**config.mk**
```make
export PLATFORM = sky130hd
export DESIGN_NAME = dpa_ram
export DESIGN_NICKNAME = d
export VERILOG_FILES = /design/src/design/dpa_ram.sv
export SDC_FILE = /design/constraint.sdc
export NUM_CORES = 1
export LEC_CHECK = 0
export BUFFER_PORTS_ARGS = -buffer_cell sky130_fd_sc_hd__clkbuf_2
export CORE_MARGIN = 10
export CORE_UTILIZATION = 55
export DETAILED_ROUTE_END_ITERATION = 12
export PLACE_DENSITY = 0.84
export REMOVE_ABC_BUFFERS = 1
export SYNTH_ARGS = -nofsm -noshare
export SYNTH_HDL_FRONTEND = slang
export SYNTH_SLANG_ARGS = --single-unit
export TNS_END_PERCENT = 10
```
**constraint.sdc**
```tcl
create_clock -name i_clk -period 1.8 [get_ports i_clk]
set_input_delay 0.18 -clock i_clk [delete_from_list [all_inputs] [get_ports i_clk]]
set_output_delay 0.18 -clock i_clk [all_outputs]
set_load 0.1 [all_outputs]
```
**src/design/dpa_ram.sv**
```systemverilog
// generic simple dual port ram with registered read
`timescale 1ns / 1ps
module dpa_ram #(
    parameter int WIDTH = 8,
    parameter int DEPTH = 16
) (
    input  logic                     i_clk,
    input  logic                     i_we,
    input  logic [$clog2(DEPTH)-1:0] i_waddr,
    input  logic [WIDTH-1:0]         i_wdata,
    input  logic [$clog2(DEPTH)-1:0] i_raddr,
    output logic [WIDTH-1:0]         o_rdata
);

    logic [WIDTH-1:0] r_mem [DEPTH];
    logic [WIDTH-1:0] r_rdata;

    // write port and registered read port
    always_ff @(posedge i_clk) begin
        if (i_we) begin
            r_mem[i_waddr] <= i_wdata;
        end
        r_rdata <= r_mem[i_raddr];
    end

    assign o_rdata = r_rdata;

endmodule

```
-- After elaboration in Yosys (flattened, before gate mapping)
Memories as Yosys holds them, arrays and structs flattened. A register that Yosys moved wholly into a read port is not among the register bits.
Index checks and enable logic that the tools add are counted.
- output and inout bits: 8
- logic and storage cells: 3
- bits in writable memories: 128
- memories: 1
- flip-flop bits (word level): 0
- memory list (name ; words ; bits a word ; read ports ; clocked after Yosys merged registers in ; wr ports ; line ; text):
    r_mem ; 16 ; 8 ; 1 ; 1 ; 1 ; 15 ; logic [WIDTH-1:0] r_mem [DEPTH];
- mux-type cells: 2
- operators with widths (operator ; count):
    1-bit two-way mux ; 2

-- Depth between registers and ports, before layout
Gate-level depths: netlist (run 1).
- word-level depth: 2
- gate-level depth with buffers: 5
- depth with buffers taken out: 3

-- Worst setup path after synthesis (run 1)
OpenSTA, ideal clock, no wires.
- path kind: input -> register
- from: input port i_waddr[2]
- to: memory r_mem[0][0] (enable)
- stages: 2
- arrival: 1290 ps
- setup time: 383 ps
- buffers on the path: 0
- path slack: 127 ps
- cells stage by stage: or3b_2 -> nor3_1
- RTL lines (item ; line ; text):
    start: declaration ; 9 ; input logic [$clog2(DEPTH)-1:0] i_waddr,
    end: declaration ; 15 ;
No word-level cell before the write port.

-- Final worst setup path (run 1)
- from: register r_rdata[6], in the netlist o_rdata[6], read port of r_mem
- to: output port o_rdata[6]
- RTL lines (item ; line ; text):
    start: declaration ; 16 ; logic [WIDTH-1:0] r_rdata;
    end: declaration ; 12 ; output logic [WIDTH-1:0] o_rdata
No word-level cell between the ends.

==> summary.md, run 1 <==
| Metric | Value |
|---|---|
| Status | `complete, no violations` |
| Mapped Cells | `229` |
| Seq cells post-synth | `roughly 140` |
| Worst path slowest cell | `clkbuf_2` |
| Tmin final | `around 1500 ps` |
| Mapped Area | `5150 um2` |
| Largest delay share family, worst path | `buffers and inverters` |
| Layout Cells excl Fill | `roughly 410` |
| PortBufs | `25` |
| Gpl congestion | `a little under 0.8` |
| CTS sink cnt | `136` |
| Sequential share of power | `between 40% and 50%` |
| Wirelength, routed | `9830 um` |
| Global-route total usage across every layer | `16.0%` |
| Multi-input gate area | `1060 um2` |
| Fmax | `about 0.65 GHz` |
| Hold Crit Endpoint | `r_mem[5][2]$_DFFE_PP_` |
| CTS buffer count | `17` |
| Pwr dens | `1190 nW/um2` |
| Std cell rows | `35` |
| Hold Crit Class | `primary input to register` |
| Final core occ | `66.0%` |
| Critical Path AT | `~1400 ps` |
| Synth cell types | `19` |
| Area contributors post-synth | `edfxtp_1, mux4_2, mux4_1` |
| Async SR Flop Fraction | `0%` |
| First-pass GRT wire length | `15,400 um` |
| Starting Density | `a little under three fifths` |
| Max Root-Sink Buffers | `2` |
| Design Area, Final | `6070 um2` |
| Mean post-synth cell area | `about 22 um2` |
| HPWL after DPL | `6420 um` |
| Vias | `between 2,000 and 2,500` |
| CP Capture Type | `primary output` |
| Worst-margin pin slew | `roughly 600 ps` |
| Final ANT Viol Nets | `0` |
| Vias per cell | `5.96` |
| Antenna Cells | `0` |
| Ratio of cells with drive above 1 in the final layout | `about a third` |
| IO Count | `26` |
| Max Clock Skew | `between 6 and 7 ps` |
| Fin crit share | `85.8%` |
| P_sw | `0.00157 W` |
| Post-Place Cells | `376` |
| Crit path buffers/inverters | `1` |
| Final Setup Violations | `0` |
| Static Leak | `2.10 nW` |
| Remaining Overflow, GRT | `0` |
| Reg2Reg Depth | `3` |
| Post-synth EDFFs | `128` |
| CP Data Required Time | `1620 ps` |
| Crit-path max cell delay | `480 ps` |
| Worst hold slack | `75.7 ps` |
| Drt drc | `0` |
| CTS tree | `yes` |
| FF/Latch Area | `4000 um2` |
| TNS Setup | `0 ps` |
| CP cell instances | `clkbuf_2` |
| Rel. slew slack | `59.7%` |
| Gate power share | `approximately 6.7%` |
| Area delta synth->final | `17.9%` |
| Clock power frac | `43.8%` |
| Hold Crit Start | `i_wdata[2]` |
| Clk root buf | `clkbuf_8` |
| Pin count of the biggest net entering global routing | `33` |
| Hold Path Stages | `1` |
| Final Max Slew Viols | `0` |
| Crit Path Category | `register to primary output` |
| H-tree depth | `4` |
| Worst r2r src | `r_mem[5][0]$_DFFE_PP_` |
| Startpoint types | `register` |
| Peak VDD IR | `0.765 mV` |
| Die W | `117 um` |
| Post-CTS Setup Inserts | `0` |
| Clk_lat worst skew | `510 ps` |
| Sequential fraction of the synthesis area | `77.8%` |
| Synth area leader | `edfxtp_1` |
| Number of DRC markers in iteration 0 | `162` |
| CTS Hold Buffers Added | `0` |
| Yosys Warn Count | `0` |
| Die height | `117 um` |
| Number of global-route vias before repair | `2,549` |
| Post_cts resized | `0` |
| Instance area after placement | `~5500 um2` |
| Maxcap violations | `0` |
| Reg clk slew, reported paths | `~60 ps` |
| Area share of the largest cell type after synthesis | `74.7%` |
| WL per Instance | `24.1 um` |
| Initial antenna violation count | `0` |
| Fin. Hold Viols | `0` |
| RSZ-0062 raised after global routing | `false` |
| Post-synth top flop | `edfxtp_1` |
| R2R setup slack | `around 400 ps` |
| Core Footprint | `9200 um2` |
| Fin nets | `302` |
| Sw Share | `21.8%` |
| Internal power | `0.00564 W` |
| RR Endpoint | `o_rdata[0]$_DFF_P_` |
| DIE AREA | `between 10,000 and 15,000 um2` |
| First-pass DRT Iterations | `4` |
| Critical Path Fanout Max | `1` |
| Fillcell total | `598` |
[cells in the mapped netlist (2+ instances only)]
master / n
a22oi_1: 16
buf_2: 3
buf_6: 3
clkdlybuf4s25_2: 3
dfxtp_1: 8
edfxtp_1: 128
mux4_1: 14
mux4_2: 18
nand2_1: 9
nand2b_1: 2
nand3b_1: 2
nor2_1: 13
nor3_1: 4
[power by group through the flow]
stage	combinational (W)	clock [W]	sequential, W
2_1_floorplan	0.000142	0	0.00378
3_5_place_dp	0.000484	0	0.00363
5_1_grt	0.000514	0.00336	0.00357
3_3_place_gp	0.000473	0	0.00363
4_1_cts	0.000487	0.00320	0.00357
6_report	0.000481	0.00316	0.00357
[layer usage]
metal,GRT usage (%),share of wire [%],wire (um),vias to the layer above
met3,5.86,5.6,553,9
li1,-,-,-,1087
met4,4.37,0.97,95,0
met2,24.2,48,4760,86
met1,21.7,45,4420,1249
met5,0,0,0,-
[cell usage in the layout (no fill, tap or decap), drive strengths merged]
master | netlist | routed
a22oi | 16 | 16
and2 | 1 | 1
and2b | 1 | 1
buf | 7 | 21
bufinv | 0 | 2
clkbuf | 0 | 43
clkinv | 0 | 9
clkinvlp | 0 | 1
dfxtp | 8 | 8
edfxtp | 128 | 128
inv | 0 | 2
mux4 | 32 | 32
nand2 | 9 | 9
nand2b | 2 | 2
nand3 | 1 | 1
nand3b | 2 | 2
nor2 | 13 | 13
nor2b | 1 | 1
nor3 | 4 | 4
or3b | 1 | 1
[stage by stage]
stage	worst slack (ps)	total power, W
global placement	175	0.00410
detailed placement	151	0.00412
finish	256	0.00721
CTS	227	0.00725
floorplan	127	0.00392
global route	194	0.00745
[worst max path at each step]
stage,startpoint,to,cells past startpoint
floorplan,i_waddr[2],r_mem[0][0]$_DFFE_PP_,2
global placement,i_raddr[0],o_rdata[0]$_DFF_P_,5
detailed placement,i_raddr[0],o_rdata[3]$_DFF_P_,5
CTS,o_rdata[2]$_DFF_P_,o_rdata[2],1
global route,o_rdata[6]$_DFF_P_,o_rdata[6],1
finish,o_rdata[6]$_DFF_P_,o_rdata[6],1
[layout make-up]
type | instances | area share [%]
well taps | 111 | 2.29
clock buffers | 18 | 6.89
multi-input cells | 83 | 17.4
flip-flops and latches | 136 | 66.0
repair buffers | 46 | 5.28
clock inverters | 14 | 2.16
[logic make-up after synthesis]
group / after synthesis / synth area share [%]
AO/OA/AOI/OAI: 16 / 2.33
multiplexers: 32 / 15.0
AND/OR/NAND/NOR: 35 / 3.18
flip-flops: 136 / 77.8
buffers and inverters: 10 / 1.68
[flip-flops by register name (all words and copies together), names as in the netlist]
name     count
o_rdata      8
r_mem      128
Power figures use the tool's default switching activity.
==> run 2, diff against run 1 <==
- BUFFER_PORTS_ARGS: -buffer_cell sky130_fd_sc_hd__clkbuf_2 -> -buffer_cell sky130_fd_sc_hd__buf_2
==> summary.md, run 2 (same netlist as run 1, synthesis figures left out) <==
| Metric | Value |
|---|---|
| Reg clk slew, reported paths | `60 ps (about the same)` |
| Critical Path AT | `1320 ps (-40 ps)` |
| Starting Density | `56.0% (unchanged)` |
| PortBufs | `25 (unchanged)` |
| Vias | `2,506 (+3.1%)` |
| Tmin final | `1500 ps (-49.0 ps)` |
| Pwr dens | `1230 nW/um2 (+3.5%)` |
| Die height | `117 um (unchanged)` |
| First-pass DRT Iterations | `5 (+1)` |
| Rel. slew slack | `60.3% (+0.62 points)` |
| Clk_lat worst skew | `510 ps (about the same)` |
| Initial antenna violation count | `0 (unchanged)` |
| Final Setup Violations | `0 (unchanged)` |
| RSZ-0062 raised after global routing | `false` |
| Clk root buf | `clkbuf_8` |
| Maxcap violations | `0 (unchanged)` |
| Max Clock Skew | `6.84 ps (+0.129 ps)` |
| CTS buffer count | `17 (unchanged)` |
| P_sw | `0.00159 W (+0.92%)` |
| Multi-input gate area | `1060 um2 (unchanged)` |
| Fmax | `0.669 GHz (+3.3%)` |
| Clock power frac | `46.0% (+2.2 points)` |
| CTS sink cnt | `136 (unchanged)` |
| CP Capture Type | `primary output` |
| Max reg flops | `128 (unchanged)` |
| First-pass GRT wire length | `15,700 um (+2.2%)` |
| H-tree depth | `4 (unchanged)` |
| Post_cts resized | `0 (unchanged)` |
| Internal power | `0.00591 W (+4.8%)` |
| Final core occ | `66.3% (+0.30 points)` |
| Number of DRC markers in iteration 0 | `202 (+25%)` |
| Remaining Overflow, GRT | `0 (unchanged)` |
| Most common cell after layout, fill and taps aside | `edfxtp_1` |
| Status | `complete, no violations` |
| TNS Setup | `0 ps (unchanged)` |
| WL per Instance | `24.9 um (+3.4%)` |
| Crit Path Category | `register to primary output` |
| Crit path buffers/inverters | `1 (unchanged)` |
| Gate power share | `6.4% (-0.3 points)` |
| Std cell rows | `35 (unchanged)` |
| Startpoint types | `register` |
| Fin. Hold Viols | `0 (unchanged)` |
| Sequential share of power | `47.6% (-1.9 points)` |
| Drt drc | `0 (unchanged)` |
| Gpl congestion | `0.806 (+2.1%)` |
| Core Footprint | `9200 um2 (unchanged)` |
| Die W | `117 um (unchanged)` |
| Fillcell total | `576 (-3.7%)` |
| Area delta synth->final | `18.4%` |
| Ratio of cells with drive above 1 in the final layout | `30.7% (-0.91 points)` |
| HPWL after DPL | `6160 um (-4.2%)` |
| Largest delay share family, worst path | `buffers and inverters` |
| Static Leak | `2.10 nW (about the same)` |
| FF/Latch Area | `4000 um2 (unchanged)` |
| Worst path slowest cell | `buf_2` |
| Fin crit share | `83.1% (-2.7 points)` |
| Post-CTS Setup Inserts | `0 (unchanged)` |
| Final ANT Viol Nets | `0 (unchanged)` |
| CP cell instances | `buf_2` |
| Global-route total usage across every layer | `16.2% (+0.18 points)` |
| Worst-margin pin slew | `593 ps (-9.28 ps)` |
| IO Count | `26 (unchanged)` |
| Final Max Slew Viols | `0 (unchanged)` |
| CTS Hold Buffers Added | `0 (unchanged)` |
| Number of global-route vias before repair | `2,703 (+6.0%)` |
| Crit-path max cell delay | `450 ps (-30 ps)` |
| Wirelength, routed | `10,100 um (+3.2%)` |
| CP Data Required Time | `1620 ps (about the same)` |
| Max Root-Sink Buffers | `2 (unchanged)` |
| DIE AREA | `13,600 um2 (unchanged)` |
| Commonest cells after routing, fill and taps aside | `edfxtp_1, buf_2, mux4_2, buf_4` |
| Vias per cell | `6.16 (+3.3%)` |
| Largest register by flop count | `r_mem` |
| CTS tree | `yes` |
| Peak VDD IR | `0.792 mV (+3.6%)` |
| Sw Share | `21.1% (-0.64 points)` |
| Pin count of the biggest net entering global routing | `33 (unchanged)` |
| Hold Crit Class | `primary input to register` |
| Critical Path Fanout Max | `1 (unchanged)` |
| Antenna Cells | `0 (unchanged)` |
| Fin nets | `301 (-0.33%)` |
==> run 2: cell type report <==
class | count | share of cell area (%)
timing repair buffer | 45 | 4.93
sequential | 136 | 65.7
clock inverter | 15 | 3.00
multi-input combinational | 83 | 17.3
tap | 111 | 2.28
clock buffer | 17 | 6.79
==> run 2: worst paths after layout <==
| check | start | end | slack [ps] | cells after the start |
|---|---|---|---|---|
| worst max-delay path | o_rdata[4]$_DFF_P_ | o_rdata[4] | 300 | 1 |
| worst min-delay path | i_wdata[7] | r_mem[5][7]$_DFFE_PP_ | 60 | 1 |
| worst max register to register | r_mem[1][0]$_DFFE_PP_ | o_rdata[0]$_DFF_P_ | 400 | 3 |
| worst min register to register | r_mem[12][2]$_DFFE_PP_ | o_rdata[2]$_DFF_P_ | 690 | 3 |
==> run 2: routing by layer <==
| metal | wire, um | track usage (%) |
|---|---|---|
| met5 | 0 | 0 |
| met4 | 101 | 4.45 |
| met3 | 722 | 4.78 |
| met2 | 5140 | 26.1 |
| met1 | 4180 | 21.2 |
==> run 2: power by group through the flow <==
stage	Combinational, W	Sequential [W]	Clock (W)
after floorplan	0.000142	0.00378	0
after global placement	0.000468	0.00363	0
after detailed placement	0.000478	0.00363	0
after CTS	0.000486	0.00357	0.00349
after global routing	0.000511	0.00357	0.00363
final	0.000481	0.00357	0.00345
==> run 2: stage by stage <==
step	hold slack (ps)	cell area, um2	instances	setup slack, ps	power [W]
floorplan	279	5060	219	127	0.00392
global placement	564	5500	375	167	0.00410
detailed placement	576	5500	375	166	0.00411
CTS	32.8	6100	407	265	0.00754
global route	50.6	6100	407	250	0.00772
finish	55.2	6100	407	305	0.00750
