File: src/design/dpa_pkg.sv
// shared types, constants and codes of the dynamic partition allocator
`timescale 1ns / 1ps
package dpa_pkg;

    // table geometry
    localparam int TABLE_ENTRIES = 128;
    localparam int IDX_W         = $clog2(TABLE_ENTRIES);
    localparam int CNT_W         = $clog2(TABLE_ENTRIES + 1);

    // field widths
    localparam int ADDR_BITS = 20;
    localparam int JOB_W     = 16;
    localparam int STATUS_W  = 3;
    localparam int CFG_IDX_W = 1;

    // command codes
    localparam logic CMD_ALLOC = 1'b0;
    localparam logic CMD_FREE  = 1'b1;

    // fit policy codes
    localparam logic FIT_FIRST = 1'b0;
    localparam logic FIT_BEST  = 1'b1;

    // configuration register indexes
    localparam logic [CFG_IDX_W-1:0] REG_TOTAL_SIZE = CFG_IDX_W'(0);
    localparam logic [CFG_IDX_W-1:0] REG_FIT_POLICY = CFG_IDX_W'(1);

    // reset value of the total size
    localparam logic [ADDR_BITS-1:0] TOTAL_RESET = ADDR_BITS'(1024);

    // status codes
    localparam logic [STATUS_W-1:0] ST_OK        = STATUS_W'(0);
    localparam logic [STATUS_W-1:0] ST_BAD_ARG   = STATUS_W'(1);
    localparam logic [STATUS_W-1:0] ST_NO_SPACE  = STATUS_W'(2);
    localparam logic [STATUS_W-1:0] ST_FULL      = STATUS_W'(3);
    localparam logic [STATUS_W-1:0] ST_NOT_FOUND = STATUS_W'(4);

    // one partition table entry
    typedef struct packed {
        logic [ADDR_BITS-1:0] base;
        logic [ADDR_BITS-1:0] size;
        logic                 free;
        logic [JOB_W-1:0]     owner;
    } t_entry;

    localparam int ENTRY_W = $bits(t_entry);

    // configuration state handed to the sequencer
    typedef struct packed {
        logic [ADDR_BITS-1:0] total;
        logic                 fit;
        logic                 rebuild;
    } t_cfg;

endpackage

File: src/design/dpa_ctrl.sv
// command sequencer: table scan, split shift and free-run merge over the table ram
`timescale 1ns / 1ps
module dpa_ctrl (
    input  logic                             i_clk,
    input  logic                             i_rst_n,
    input  dpa_pkg::t_cfg                    i_cfg,
    input  logic                             i_start,
    input  logic                             i_command,
    input  logic [dpa_pkg::JOB_W-1:0]        i_job_id,
    input  logic [dpa_pkg::ADDR_BITS-1:0]    i_request_size,
    output logic                             o_busy,
    output logic                             o_done,
    output logic [dpa_pkg::STATUS_W-1:0]     o_status,
    output logic [dpa_pkg::ADDR_BITS-1:0]    o_block_start,
    output logic [dpa_pkg::CNT_W-1:0]        o_partition_count,
    output logic                             o_ram_we,
    output logic [dpa_pkg::IDX_W-1:0]        o_ram_waddr,
    output logic [dpa_pkg::ENTRY_W-1:0]      o_ram_wdata,
    output logic [dpa_pkg::IDX_W-1:0]        o_ram_raddr,
    input  logic [dpa_pkg::ENTRY_W-1:0]      i_ram_rdata
);

    typedef enum logic [2:0] {
        S_IDLE,
        S_SCAN,
        S_SHIFT,
        S_WR_NEW,
        S_WR_PICK,
        S_MERGE,
        S_MERGE_END
    } t_state;

    t_state                          r_state, n_state;
    logic                            r_busy, n_busy;
    logic                            r_done, n_done;
    logic [dpa_pkg::STATUS_W-1:0]    r_status, n_status;
    logic [dpa_pkg::ADDR_BITS-1:0]   r_start_out, n_start_out;
    logic [dpa_pkg::CNT_W-1:0]       r_count, n_count;
    logic                            r_fresh, n_fresh;
    logic                            r_rd_zero, n_rd_zero;
    logic                            r_found, n_found;
    logic                            r_first, n_first;
    logic                            r_cmd, n_cmd;
    logic [dpa_pkg::JOB_W-1:0]       r_job, n_job;
    logic [dpa_pkg::ADDR_BITS-1:0]   r_need, n_need;
    logic [dpa_pkg::IDX_W-1:0]       r_idx, n_idx;
    logic [dpa_pkg::IDX_W-1:0]       r_pick, n_pick;
    logic [dpa_pkg::IDX_W-1:0]       r_wp, n_wp;
    dpa_pkg::t_entry                 r_pick_e, n_pick_e;
    dpa_pkg::t_entry                 r_acc, n_acc;

    dpa_pkg::t_entry                 rd_e;
    dpa_pkg::t_entry                 init_e;
    dpa_pkg::t_entry                 cur_e;
    dpa_pkg::t_entry                 wdata;
    logic [dpa_pkg::IDX_W-1:0]       last_idx;
    logic                            last;
    logic                            fit;
    logic                            take;
    logic                            hit;
    logic                            found_now;
    logic [dpa_pkg::IDX_W-1:0]       pick_now;
    dpa_pkg::t_entry                 pick_e_now;

    // entry zero reads as the rebuilt partition until it is first written
    always_comb begin
        init_e       = '0;
        init_e.size  = i_cfg.total;
        init_e.free  = 1'b1;
        rd_e         = (r_fresh && r_rd_zero) ? init_e : dpa_pkg::t_entry'(i_ram_rdata);
    end

    // shared compare unit for the scan
    always_comb begin
        last_idx   = dpa_pkg::IDX_W'(r_count - dpa_pkg::CNT_W'(1));
        last       = (r_idx == last_idx);
        fit        = rd_e.free && (rd_e.size >= r_need);
        take       = fit && (!r_found ||
                     (i_cfg.fit == dpa_pkg::FIT_BEST && rd_e.size < r_pick_e.size));
        hit        = !rd_e.free && (rd_e.owner == r_job);
        found_now  = r_found || take;
        pick_now   = take ? r_idx : r_pick;
        pick_e_now = take ? rd_e : r_pick_e;
        cur_e      = rd_e;
        if (r_idx == r_pick) begin
            cur_e.free  = 1'b1;
            cur_e.owner = '0;
        end
    end

    // next state and datapath
    always_comb begin
        n_state     = r_state;
        n_busy      = r_busy;
        n_done      = 1'b0;
        n_status    = r_status;
        n_start_out = r_start_out;
        n_count     = r_count;
        n_fresh     = r_fresh;
        n_found     = r_found;
        n_first     = r_first;
        n_cmd       = r_cmd;
        n_job       = r_job;
        n_need      = r_need;
        n_idx       = r_idx;
        n_pick      = r_pick;
        n_wp        = r_wp;
        n_pick_e    = r_pick_e;
        n_acc       = r_acc;
        o_ram_we    = 1'b0;
        o_ram_waddr = r_idx;
        wdata       = rd_e;
        o_ram_raddr = '0;

        unique case (r_state)
            S_IDLE: begin
                if (i_start) begin
                    n_cmd   = i_command;
                    n_job   = i_job_id;
                    n_need  = i_request_size;
                    n_idx   = '0;
                    n_found = 1'b0;
                    if (i_command == dpa_pkg::CMD_ALLOC &&
                        (i_job_id == '0 || i_request_size == '0)) begin
                        n_status    = dpa_pkg::ST_BAD_ARG;
                        n_start_out = '0;
                        n_done      = 1'b1;
                    end else begin
                        n_state = S_SCAN;
                        n_busy  = 1'b1;
                    end
                end
            end

            S_SCAN: begin
                o_ram_raddr = r_idx + 1'b1;
                if (r_cmd == dpa_pkg::CMD_ALLOC) begin
                    if (take) begin
                        n_pick   = r_idx;
                        n_pick_e = rd_e;
                        n_found  = 1'b1;
                    end
                    if (last || (take && i_cfg.fit == dpa_pkg::FIT_FIRST)) begin
                        if (!found_now) begin
                            n_state     = S_IDLE;
                            n_busy      = 1'b0;
                            n_done      = 1'b1;
                            n_status    = dpa_pkg::ST_NO_SPACE;
                            n_start_out = '0;
                        end else if (pick_e_now.size == r_need) begin
                            n_state = S_WR_PICK;
                        end else if (r_count == dpa_pkg::CNT_W'(dpa_pkg::TABLE_ENTRIES)) begin
                            n_state     = S_IDLE;
                            n_busy      = 1'b0;
                            n_done      = 1'b1;
                            n_status    = dpa_pkg::ST_FULL;
                            n_start_out = '0;
                        end else if (pick_now == last_idx) begin
                            n_state = S_WR_NEW;
                        end else begin
                            // move entries up from the top, one a cycle
                            n_state     = S_SHIFT;
                            n_idx       = last_idx;
                            o_ram_raddr = last_idx;
                        end
                    end else begin
                        n_idx = r_idx + 1'b1;
                    end
                end else begin
                    if (hit) begin
                        n_pick      = r_idx;
                        n_state     = S_MERGE;
                        n_idx       = '0;
                        n_wp        = '0;
                        n_first     = 1'b1;
                        o_ram_raddr = '0;
                    end else if (last) begin
                        n_state     = S_IDLE;
                        n_busy      = 1'b0;
                        n_done      = 1'b1;
                        n_status    = dpa_pkg::ST_NOT_FOUND;
                        n_start_out = '0;
                    end else begin
                        n_idx = r_idx + 1'b1;
                    end
                end
            end

            S_SHIFT: begin
                o_ram_we    = 1'b1;
                o_ram_waddr = r_idx + 1'b1;
                wdata       = rd_e;
                if (r_idx == r_pick + 1'b1) begin
                    n_state = S_WR_NEW;
                end else begin
                    o_ram_raddr = r_idx - 1'b1;
                    n_idx       = r_idx - 1'b1;
                end
            end

            S_WR_NEW: begin
                // remainder of the split partition
                o_ram_we    = 1'b1;
                o_ram_waddr = r_pick + 1'b1;
                wdata.base  = r_pick_e.base + r_need;
                wdata.size  = r_pick_e.size - r_need;
                wdata.free  = 1'b1;
                wdata.owner = '0;
                n_count     = r_count + 1'b1;
                n_state     = S_WR_PICK;
            end

            S_WR_PICK: begin
                o_ram_we    = 1'b1;
                o_ram_waddr = r_pick;
                wdata.base  = r_pick_e.base;
                wdata.size  = r_need;
                wdata.free  = 1'b0;
                wdata.owner = r_job;
                n_state     = S_IDLE;
                n_busy      = 1'b0;
                n_done      = 1'b1;
                n_status    = dpa_pkg::ST_OK;
                n_start_out = r_pick_e.base;
            end

            S_MERGE: begin
                // stream the table through an accumulator, folding free runs
                o_ram_raddr = r_idx + 1'b1;
                if (r_first) begin
                    n_acc   = cur_e;
                    n_first = 1'b0;
                end else if (r_acc.free && cur_e.free) begin
                    n_acc.size = r_acc.size + cur_e.size;
                end else begin
                    o_ram_we    = 1'b1;
                    o_ram_waddr = r_wp;
                    wdata       = r_acc;
                    n_wp        = r_wp + 1'b1;
                    n_acc       = cur_e;
                end
                if (last) begin
                    n_state = S_MERGE_END;
                end else begin
                    n_idx = r_idx + 1'b1;
                end
            end

            S_MERGE_END: begin
                o_ram_we    = 1'b1;
                o_ram_waddr = r_wp;
                wdata       = r_acc;
                n_count     = dpa_pkg::CNT_W'(r_wp) + dpa_pkg::CNT_W'(1);
                n_state     = S_IDLE;
                n_busy      = 1'b0;
                n_done      = 1'b1;
                n_status    = dpa_pkg::ST_OK;
                n_start_out = '0;
            end

            default: begin
                n_state = S_IDLE;
                n_busy  = 1'b0;
            end
        endcase

        // first write of entry zero ends the rebuilt view
        if (o_ram_we && o_ram_waddr == '0) begin
            n_fresh = 1'b0;
        end
        // total size write rebuilds the table
        if (i_cfg.rebuild) begin
            n_count = dpa_pkg::CNT_W'(1);
            n_fresh = 1'b1;
        end
        n_rd_zero = (o_ram_raddr == '0);
    end

    assign o_ram_wdata = wdata;

    // state and registered outputs
    always_ff @(posedge i_clk) begin
        r_start_out <= n_start_out;
        r_status    <= n_status;
        r_found     <= n_found;
        r_first     <= n_first;
        r_cmd       <= n_cmd;
        r_job       <= n_job;
        r_need      <= n_need;
        r_idx       <= n_idx;
        r_pick      <= n_pick;
        r_wp        <= n_wp;
        r_pick_e    <= n_pick_e;
        r_acc       <= n_acc;
        if (!i_rst_n) begin
            r_state   <= S_IDLE;
            r_busy    <= 1'b0;
            r_done    <= 1'b0;
            r_count   <= dpa_pkg::CNT_W'(1);
            r_fresh   <= 1'b1;
            r_rd_zero <= 1'b1;
        end else begin
            r_state   <= n_state;
            r_busy    <= n_busy;
            r_done    <= n_done;
            r_count   <= n_count;
            r_fresh   <= n_fresh;
            r_rd_zero <= n_rd_zero;
        end
    end

    assign o_busy            = r_busy;
    assign o_done            = r_done;
    assign o_status          = r_status;
    assign o_block_start     = r_start_out;
    assign o_partition_count = r_count;

endmodule

File: config.mk
export PLATFORM = sky130hd
export DESIGN_NAME = dpa_ctrl
export DESIGN_NICKNAME = d
export VERILOG_FILES = /design/src/design/dpa_pkg.sv /design/src/design/dpa_ctrl.sv
export SDC_FILE = /design/constraint.sdc
export NUM_CORES = 1
export LEC_CHECK = 0
export CAP_MARGIN = 0
export CORE_AREA = 4 4 223 225
export DETAILED_ROUTE_END_ITERATION = 8
export DIE_AREA = 0 0 227 229
export DONT_BUFFER_PORTS = 1
export HOLD_SLACK_MARGIN = 0.03
export PLACE_DENSITY = 0.5
export SLEW_MARGIN = 20
export SYNTH_ARGS = -nofsm -noshare
export SYNTH_HDL_FRONTEND = slang
export SYNTH_SLANG_ARGS = --single-unit
File: constraint.sdc
create_clock -name i_clk -period 5.5 [get_ports i_clk]
set_clock_uncertainty 0.2 [all_clocks]
set_input_delay 0.275 -clock i_clk [delete_from_list [all_inputs] [get_ports i_clk]]
set_output_delay 0.275 -clock i_clk [all_outputs]
set_load 0.01 [all_outputs]
* Word level (Yosys, flattened, before mapping)
Cells that the tools add are included.
** Word-level totals
- Bits in registers :: 212
- Latch bits :: 0
- Logic and storage cells :: 226
- Bits in writable memories :: 0
- ROM bits :: 0
- Memories :: 0
- Output and inout port bits :: 105
** Operators by class
- Eq/ne operators :: 37
- Mux-type cells :: 105
- $add $sub $neg :: 10
- Shifts and indexed selects :: 0
- Magnitude comparators :: 2
- $mul :: 0
- Div/mod/pow operators :: 0
- Bitwise gates (word level) :: 5
- Reductions and logical operators :: 43
** Operator list (number)
- $mux 57 :: 4
- $pmux 57 s4 :: 1
- $mux 20 :: 11
- $mux 7 :: 27
- $pmux 20 s4 :: 1
- $mux 3 :: 19
- $add 20x20->20 :: 2
- $mux 37 :: 1
- $pmux 7 s5 :: 1
- $mux 17 :: 2
- $eq 7x7->1 :: 4
- $ne 4x4->1 const B :: 7
- $pmux 7 s4 :: 1
- $mux 1 :: 26
- $ne 2x2->1 const B :: 13
- $reduce_and 8->1 :: 3
- $add 7x1->7 const B :: 3
- $pmux 7 s3 :: 1
- $eq 20x20->1 :: 1
- $ge 20x20->1 :: 1
- $logic_not 20->1 :: 1
- $lt 20x20->1 :: 1
- $sub 20x20->20 :: 1
- $eq 16x16->1 :: 1
- other kinds (35) :: 69

* Depth between registers and ports, before layout
Gate-level depths: netlist of the first run.
- Depth after elaboration :: 16
- Mapped depth :: 22

* Least setup slack after synthesis of the first run
Ideal clock, no wire load.
- Kind :: register to register
- From :: reg r_fresh
- To :: reg r_start_out, in the netlist o_block_start[0], enable pin
- Data required time :: 4897 ps
- Buffers on the path :: 5
- Stages on the path, launching flop included :: 22
- Slack :: -12 ps
- Data arrival time :: 4909 ps
- Clock period less this slack :: 5512 ps
- Setup time :: 403 ps
- Cells stage by stage :: dfxtp_1 > and2_4 > buf_6 > buf_8 > buf_4 > mux2i_1 > inv_1 > ha_1 > a21oi_1 > o21ai_0 > a211oi_1 > nor3_1 > o221ai_1 > clkbuf_1 > nor3_1 > a211oi_1 > a2111o_1 > or3_1 > buf_6 > a21oi_1 > o221a_2 > nor2_1
** On the way
- Word-level cells in the longest chain between the ends :: 10
** RTL lines
- from (decl) :: RTL line dpa_ctrl.sv:39 : logic r_fresh, n_fresh;
- from (signal assigned) :: RTL line dpa_ctrl.sv:307 : r_fresh <= n_fresh;
- $logic_and 1x1->1 (*) :: RTL line dpa_ctrl.sv:70 : rd_e = (r_fresh && r_rd_zero) ? init_e : dpa_pkg::t_entry'(i_ram_rdata);
- $mux 57 (*) :: RTL line dpa_ctrl.sv:70
- $lt 20x20->1 :: RTL line dpa_ctrl.sv:79 : (i_cfg.fit == dpa_pkg::FIT_BEST && rd_e.size < r_pick_e.size));
- $logic_and 1x1->1 :: RTL line dpa_ctrl.sv:79
- $logic_or 1x1->1 :: RTL line dpa_ctrl.sv:78 : take = fit && (!r_found ||
- $logic_and 1x1->1 :: RTL line dpa_ctrl.sv:78
- $mux 37 or $logic_and 1x1->1 (tied branches)
- $eq 20x20->1 or $logic_or 1x1->1 (tied branches) :: RTL line dpa_ctrl.sv:150, dpa_ctrl.sv:143
- $ne 4x4->1 (no source line) or $ne 3x3->1 (tied branches)
- $reduce_and 8->1 (no source line) (*)
- to (signal assigned) :: RTL line dpa_ctrl.sv:283 : r_start_out <= n_start_out;
- to (decl) :: RTL line dpa_ctrl.sv:37 : logic [dpa_pkg::ADDR_BITS-1:0] r_start_out, n_start_out;
Mark *: on every way between the ends. The rest lies on a longest branch, timed or not.
A chain may end at the register's enable or synchronous reset.

* Final worst setup path of the first run
- From :: reg r_fresh
- To :: out o_ram_raddr[2] (netlist bit)
** On the way
- Word-level cells in the longest chain between the ends :: 15
** RTL lines
- $logic_and 1x1->1 (*) :: RTL line dpa_ctrl.sv:70
- $mux 57 (*) :: RTL line dpa_ctrl.sv:70
- $lt 20x20->1 :: RTL line dpa_ctrl.sv:79
- $logic_and 1x1->1 :: RTL line dpa_ctrl.sv:79
- $logic_or 1x1->1 :: RTL line dpa_ctrl.sv:78
- $logic_and 1x1->1 :: RTL line dpa_ctrl.sv:78
- $mux 7
- $eq 7x7->1 :: RTL line dpa_ctrl.sv:158 : end else if (pick_now == last_idx) begin
- $mux 7 :: RTL line dpa_ctrl.sv:158
- $mux 7 :: RTL line dpa_ctrl.sv:152 : end else if (r_count == dpa_pkg::CNT_W'(dpa_pkg::TABLE_ENTRIES)) begin
- $mux 7 :: RTL line dpa_ctrl.sv:150 : end else if (pick_e_now.size == r_need) begin
- $mux 7 :: RTL line dpa_ctrl.sv:144 : if (!found_now) begin
- $mux 7 :: RTL line dpa_ctrl.sv:143 : if (last || (take && i_cfg.fit == dpa_pkg::FIT_FIRST)) begin
- $mux 7 (*) :: RTL line dpa_ctrl.sv:137 : if (r_cmd == dpa_pkg::CMD_ALLOC) begin
- $pmux 7 s3 (*) :: RTL line dpa_ctrl.sv:115 : unique case (r_state)
- to (decl) :: RTL line dpa_ctrl.sv:19 : output logic [dpa_pkg::IDX_W-1:0] o_ram_raddr,
Marked as above.

==> results by group, run 1 <==
Outcome
  • Status: complete, no violations

Synthesis
  • Most common library cells after synthesis: edfxtp_1 (180), a21oi_1 (147), nor2_1 (140)
  • Ys Warns: 0
  • Count leader, synth: edfxtp_1
  • Synth Area in Compound Gates: 21.46%
  • FFs w/ async S/R, synth: 0%
  • Post-synth top area cell: edfxtp_1
  • Post-Synth XOR/XNOR Area: 7.693%
  • Simple-Gate Fraction of Synth Area: 16.53%
  • Top_reg_cell synth: edfxtp_1
  • Unique masters post-synth: 82
  • Top cells by area, synth: edfxtp_1 (36%), ha_1 (8.4%), xnor2_1 (5.1%)
  • Syn Area/Cell: 9.008 µm²
  • Synth Register Bits: 195
  • Post-Syn Nets: 1905
  • Post-Synthesis Cells: 1681
  • Top-area cell type share of the netlist area: 35.70%
  • Post-synth EDFFs: 180
  • Post-synthesis mux area share: 2.636%
  • Register area share after synthesis: 37.68%
  • Synth Area in Adders: 8.825%
  • Largest family of logic cells by synthesized area: compound AO/OA/AOI/OAI gates
  • Cell Area, Synth: 15140 µm²

Global routing
  • Pin count of the biggest net entering global routing: 51
  • Vias in the first global route: 13580
  • First-pass GRT wire length: 92690 µm
  • Gr usage total: 24.03%
  • Initial antenna violation count: 6
  • Gr ovfl total: 0

Clocking
  • H-Tree Depth: 4
  • CTS Buf Count: 17
  • Clock network latency to the later pin of the worst-skew pair: 480 ps
  • CTS tree: built
  • Clk buf depth: 2
  • CTS root buffer: clkbuf_16
  • Clk slew on worst S/H paths: 80 ps
  • Sink Count: 195

Timing
  • WHS: 10.45 ps
  • Final Max Tran Viols: 0
  • Setup TNS: 0 ps
  • Setup Viol. Count Final: 0
  • RSZ-0062 raised after global routing: true
  • Final worst path period share: 98.14%
  • Endpoints failing hold: 0
  • Max Clk Rate: 0.1853 GHz
  • Slew @ Worst Pin: 1004 ps
  • Final min period: 5398 ps
  • Max-slew headroom: 33.07%

Critical path
  • CP required: 5030 ps
  • CP cell instances: and2_4 > buf_12 > mux2i_4 > inv_2 > ha_1 > nand4_1 > nor4_2 > a211o_1 > o221ai_4 > buf_6 > buf_4 > o211a_1 > a211o_1 > nand4_1 > nor4_1 > buf_4 > o31a_1 > a221oi_4 > buf_4 > buf_4
  • Max stage delay on crit path: 410 ps
  • CP max stage cell: a221oi_4
  • CP Buf/Inv Count: 7
  • CP Class: flip-flop to primary output
  • Startpoint Class: flip-flop
  • R2R Setup Slk: 360 ps
  • Critical path endpoint category: primary output
  • Worst-path fanout max: 7
  • Worst path arrival time: 4920 ps
  • Cell mode on critical path: buf_4
  • Cell class contributing the biggest share of worst-path delay: compound AO/OA/AOI/OAI gates

Finish
  • Syn-to-layout area delta: 22.29%
  • Layout fillers: 4682
  • Layout cells sized above 1: 13.37%
  • Layout Utilization: 38.94%
  • Area of the multi-input gates: 9054 µm²
  • Finished Layout Cells: 2467
  • Final nets: 2059
  • Register Area: 5708 µm²
  • Finished Cell Area: 18520 µm²

Power
  • Power per cell area: 485.9 nW/µm²
  • Combinational Power Share: 59.0%
  • Int Power: 4.789 mW
  • Maximum VDD drop: 276.9 µV
  • Leak pwr: 7.155 nW
  • Sequential power share: 26.1%
  • Power share of the clock group: 14.9%
  • Net Sw Power: 4.209 mW
  • Switching Share: 46.78%

Drt
  • Via count: 14370
  • Wirelength per Cell: 26.30 µm
  • Routed wire length: 64880 µm
  • Post-DR vias/cell: 5.823
  • Post-route ant nets: 0
  • DRC Markers: 0
  • Iteration-0 DRC Markers: 1568
  • Pre-Repair DR Iteration Count: 7

Place
  • Placed insts: 2323
  • Port Buffers: 0
  • Area after DPL: 16470 µm²
  • Global placer's final weighted congestion: 0.9538
  • Post-DP HPWL: 48580 µm

Floorplanning
  • Initial Util: 31.85%
  • Chip Height: 229 µm
  • Width of the chip: 227 µm
  • Row count: 80
  • IO Count: 224
  • Die area: 51980 µm²
  • Core Box Area: 47550 µm²

Flow run
  • Max-cap check violation count: 0

Min path
  • Worst Hold Class: input port to flip-flop
==> through the flow <==
step	worst slack, ps	power [mW]
2_1_floorplan	359.2	5.406
3_3_place_gp	253.8	7.104
3_5_place_dp	60.01	7.125
4_1_cts	2.413	8.595
5_1_grt	-30.50	9.511
6_report	102.0	8.998
==> registers in the layout (all words and copies together) (netlist names) <==
signal             count
o_block_start         20
r_found                1
r_fresh                1
r_pick_e              40
r_first                1
r_need                20
o_busy                 1
r_acc                 57
r_job                 16
r_pick                 7
r_state                3
r_cmd                  1
o_done                 1
r_idx                  7
r_rd_zero              1
o_partition_count      8
o_status               3
r_wp                   7
==> kinds of logic after synthesis <==
group                      after synthesis
muxes                                   36
AOI/OAI and AO/OA                      500
buffers and inverters                  200
xor gates and xnor gates               133
and+or+nand+nor                        512
adders and majority gates              105
DFF                                    195
==> power groups by stage <==
stage               logic (mW)  registers [mW]  clock network, mW
floorplan                 3.15            2.25                  0
global placement          4.74            2.36                  0
detailed placement        4.76            2.36                  0
CTS                       4.89            2.34               1.37
global route              5.72            2.37               1.42
finish                    5.31            2.35               1.34
==> cell usage in the layout (no fill, tap or decap), types with 21 or more instances in the layout <==
cell type | Yosys | routed
o21ai_0 | 122 | 115
a222oi_1 | 21 | 21
and2_1 | 65 | 64
inv_1 | 115 | 101
nand3_1 | 32 | 32
buf_4 | 2 | 119
edfxtp_1 | 180 | 180
ha_1 | 102 | 98
o211ai_1 | 22 | 22
nand2_1 | 134 | 133
xor2_1 | 45 | 45
xnor2_1 | 88 | 86
dlygate4sd3_1 | 0 | 91
nor3_1 | 30 | 27
a221oi_1 | 26 | 25
a21oi_1 | 147 | 146
nor2_1 | 140 | 136
==> cell type report <==
class,instances,area share [%]
well taps,615,4.156
clock inverters,13,0.9122
clock buffers,18,2.318
multi-input cells,1286,48.90
flip-flops and latches,195,30.83
repair buffers,217,10.43
diodes,5,0.06757
inverters,118,2.392
==> metal layers <==
metal	share of wire [%]	global-route usage [%]
met5	0.020	0
met4	2.2	7.659
met3	9.1	6.480
met2	45	36.30
met1	44	33.49
==> worst paths after layout <==
kind / startpoint / endpoint / depth (start not counted)
min reg2reg: o_partition_count[1] / o_partition_count[1] / 2
max reg2reg: r_fresh / r_rd_zero / 20
max: r_fresh / o_ram_raddr[2] / 20
min: i_ram_rdata[20] / r_pick_e[20] / 4
==> tightest hold or removal path, stage by stage <==
cell     delay [ps]
mux2i_4          40
inv_2           100
nor2_1           50
a21oi_1         100
==> timing repair <==
action,4_1_cts,5_1_grt
pin swaps,1,19
setup endpoints to repair,8,19
setup buffers,2,13
hold buffers,85,6
gates cloned,0,2
hold endpoints to repair,112,3
resized for setup,5,79
Power figures use the tool's default switching activity.
==> inputs of run 2 (changes only) <==
ABC_AREA = 1   (was default)
CORE_AREA = 4 4 222 224   (was 4 4 223 225)
DIE_AREA = 0 0 226 228   (was 0 0 227 229)
SLEW_MARGIN = 15   (was 20)
==> run 2 against run 1 <==
Compared with the run above: first-iteration DRC count shrank 13%; global-route usage fell by 0.95 points; final cell count increased by 10%; count of clock-buffer cells in the layout unchanged; largest cell class unchanged.
==> results by group, run 2 <==
Min path
  • Worst Hold Class: input port to flip-flop

Drt
  • Routed wire length: 61150 µm
  • Post-DR vias/cell: 5.364
  • DRC Markers: 0
  • Wirelength per Cell: 22.48 µm
  • Pre-Repair DR Iteration Count: 5
  • Via count: 14590
  • Iteration-0 DRC Markers: 1365
  • Post-route ant nets: 0

Synthesis
  • Most common library cells after synthesis: nand2_1 (540), inv_1 (265), edfxtp_1 (180)
  • Largest family of logic cells by synthesized area: simple AND/OR/NAND/NOR gates
  • Register area share after synthesis: 37.93%
  • Synth Area in Adders: 8.883%
  • FFs w/ async S/R, synth: 0%
  • Top cells by area, synth: edfxtp_1 (36%), nand2_1 (13%), ha_1 (8.5%)
  • Post-synth top area cell: edfxtp_1
  • Syn Area/Cell: 7.563 µm²
  • Post-Synth XOR/XNOR Area: 3.028%
  • Count leader, synth: nand2_1
  • Cell Area, Synth: 15040 µm²
  • Post-synthesis mux area share: 0%
  • Post-Synthesis Cells: 1989
  • Synth Register Bits: 195
  • Top_reg_cell synth: edfxtp_1
  • Post-synth EDFFs: 180
  • Ys Warns: 0
  • Unique masters post-synth: 62
  • Post-Syn Nets: 2213
  • Simple-Gate Fraction of Synth Area: 25.30%
  • Top-area cell type share of the netlist area: 35.93%
  • Synth Area in Compound Gates: 16.09%

Clocking
  • Clk slew on worst S/H paths: 80 ps
  • CTS tree: built
  • Clock network latency to the later pin of the worst-skew pair: 510 ps
  • CTS Buf Count: 17
  • Clk buf depth: 2
  • H-Tree Depth: 4
  • Postcts setup bufs: 0
  • Sink Count: 195
  • CTS root buffer: clkbuf_16

Timing
  • Final worst path period share: 93.34%
  • Final Max Tran Viols: 0
  • RSZ-0062 raised after global routing: false
  • Setup slack after layout: 366.2 ps
  • WHS: 68.10 ps
  • Slew @ Worst Pin: 1038 ps
  • Setup Viol. Count Final: 0
  • Final min period: 5134 ps
  • Setup TNS: 0 ps
  • Max Clk Rate: 0.1948 GHz
  • Endpoints failing hold: 0
  • Max-slew headroom: 30.40%

Critical path
  • CP Class: flip-flop to primary output
  • Worst-path fanout max: 22
  • CP required: 5030 ps
  • CP max stage cell: dfxtp_2
  • Critical path endpoint category: primary output
  • Startpoint Class: flip-flop
  • Max stage delay on crit path: 390 ps
  • Cell mode on critical path: nand2_1
  • Worst path arrival time: 4660 ps

Floorplanning
  • Core Box Area: 47350 µm²
  • Die area: 51530 µm²
  • Initial Util: 31.77%
  • Row count: 80
  • Chip Height: 228 µm
  • Width of the chip: 226 µm
  • IO Count: 224

Power
  • Sequential power share: 28.5%
  • Final Total Pwr: 8.209 mW
  • Switching Share: 49.62%
  • Maximum VDD drop: 260.6 µV
  • Power share of the clock group: 16.9%
  • Leak pwr: 7.697 nW
  • Net Sw Power: 4.074 mW
  • Power per cell area: 469.4 nW/µm²
  • Combinational Power Share: 54.6%
  • Int Power: 4.136 mW

Finish
  • Syn-to-layout area delta: 16.27%
  • Commonest non-fill, non-tap cell in the layout: nand2_1
  • Layout Utilization: 36.94%
  • Max reg flops: 57
  • Commonest cells after routing, fill and taps aside: nand2_1 (540), inv_1 (264), edfxtp_1 (180)
  • Final nets: 2312
  • Layout cells sized above 1: 6.663%
  • Most flops, register: r_acc
  • Biggest regs: r_acc (57), r_pick_e (40)
  • Layout fillers: 4969

Place
  • Global placer's final weighted congestion: 0.9462
  • Post-DP HPWL: 46150 µm
  • Port Buffers: 0
  • Placement Setup Slack: 354.1 ps

Global routing
  • Pin count of the biggest net entering global routing: 45
  • Gr usage total: 23.08%
  • Vias in the first global route: 14020
  • First-pass GRT wire length: 88870 µm
  • Gr ovfl total: 0
  • Initial antenna violation count: 3

Flow run
  • Max-cap check violation count: 0

Outcome
  • Status: complete, no violations
[run 2: cell families (layout without fill, tap and decap cells)]
family	count (synthesis)	in the layout
buffers and inverters	333	444
adder cells (fa/ha/maj)	105	105
XOR/XNOR	52	52
AND/OR/NAND/NOR	907	908
flip-flops	195	195
AO/OA/AOI/OAI	397	397
other	0	4
[run 2: area by class of cell]
cell class,count,area (µm²),area share (%)
multi-input combinational,1462,8103,46.33
sequential,195,5708,32.63
timing repair buffer,137,1246,7.125
inverter,275,1033,5.909
tap,615,769.5,4.399
clock buffer,18,429.2,2.454
clock inverter,14,191.4,1.095
antenna,4,10.01,0.05723
[run 2: routing by layer]
layer | vias up | track usage (%) | routed length (µm)
met5 | - | 0 | 0
met4 | 0 | 7.676 | 1812
met3 | 87 | 5.104 | 4531
met2 | 570 | 38.38 | 28920
met1 | 6952 | 29.70 | 25880
li1 | 6982 | - | -
[run 2: what timing repair did]
item,in CTS,in global routing
resized for setup,1,9
endpoints found under the hold margin,114,0
setup endpoints to repair,7,9
hold buffers,84,0
gates cloned,0,1
pin swaps,0,1
[run 2: worst max-delay path: cells and delay by family, from the launching register on]
| family | cells | cell delay [ps] |
|---|---|---|
| adder cells (fa/ha/maj) | 1 | 130 |
| flip-flops | 1 | 390 |
| AND/OR/NAND/NOR | 24 | 2370 |
| buffers and inverters | 4 | 860 |
| AO/OA/AOI/OAI | 1 | 360 |
[run 2: final timing paths]
path	from	end	slack, ps	depth (start not counted)
worst max register to register	r_fresh	o_block_start[2]	860	26
worst min-delay path	i_cfg[21]	r_acc[36]	70	4
worst min register to register	r_fresh	r_fresh	300	2
worst max-delay path	r_fresh	o_ram_raddr[4]	370	30
[run 2: power groups by stage]
stage	clock (mW)	combinational, mW	sequential, mW
2_1_floorplan	0	3.06	2.21
3_3_place_gp	0	4.27	2.36
3_5_place_dp	0	4.31	2.36
4_1_cts	1.42	4.40	2.33
5_1_grt	1.49	4.96	2.36
6_report	1.39	4.48	2.34
[run 2: per-stage QoR]
step | instance area (µm²) | cells
2_1_floorplan | 15040 | 1989
3_3_place_gp | 15950 | 2599
3_5_place_dp | 15950 | 2599
4_1_cts | 17420 | 2715
5_1_grt | 17490 | 2719
6_report | 17490 | 2720
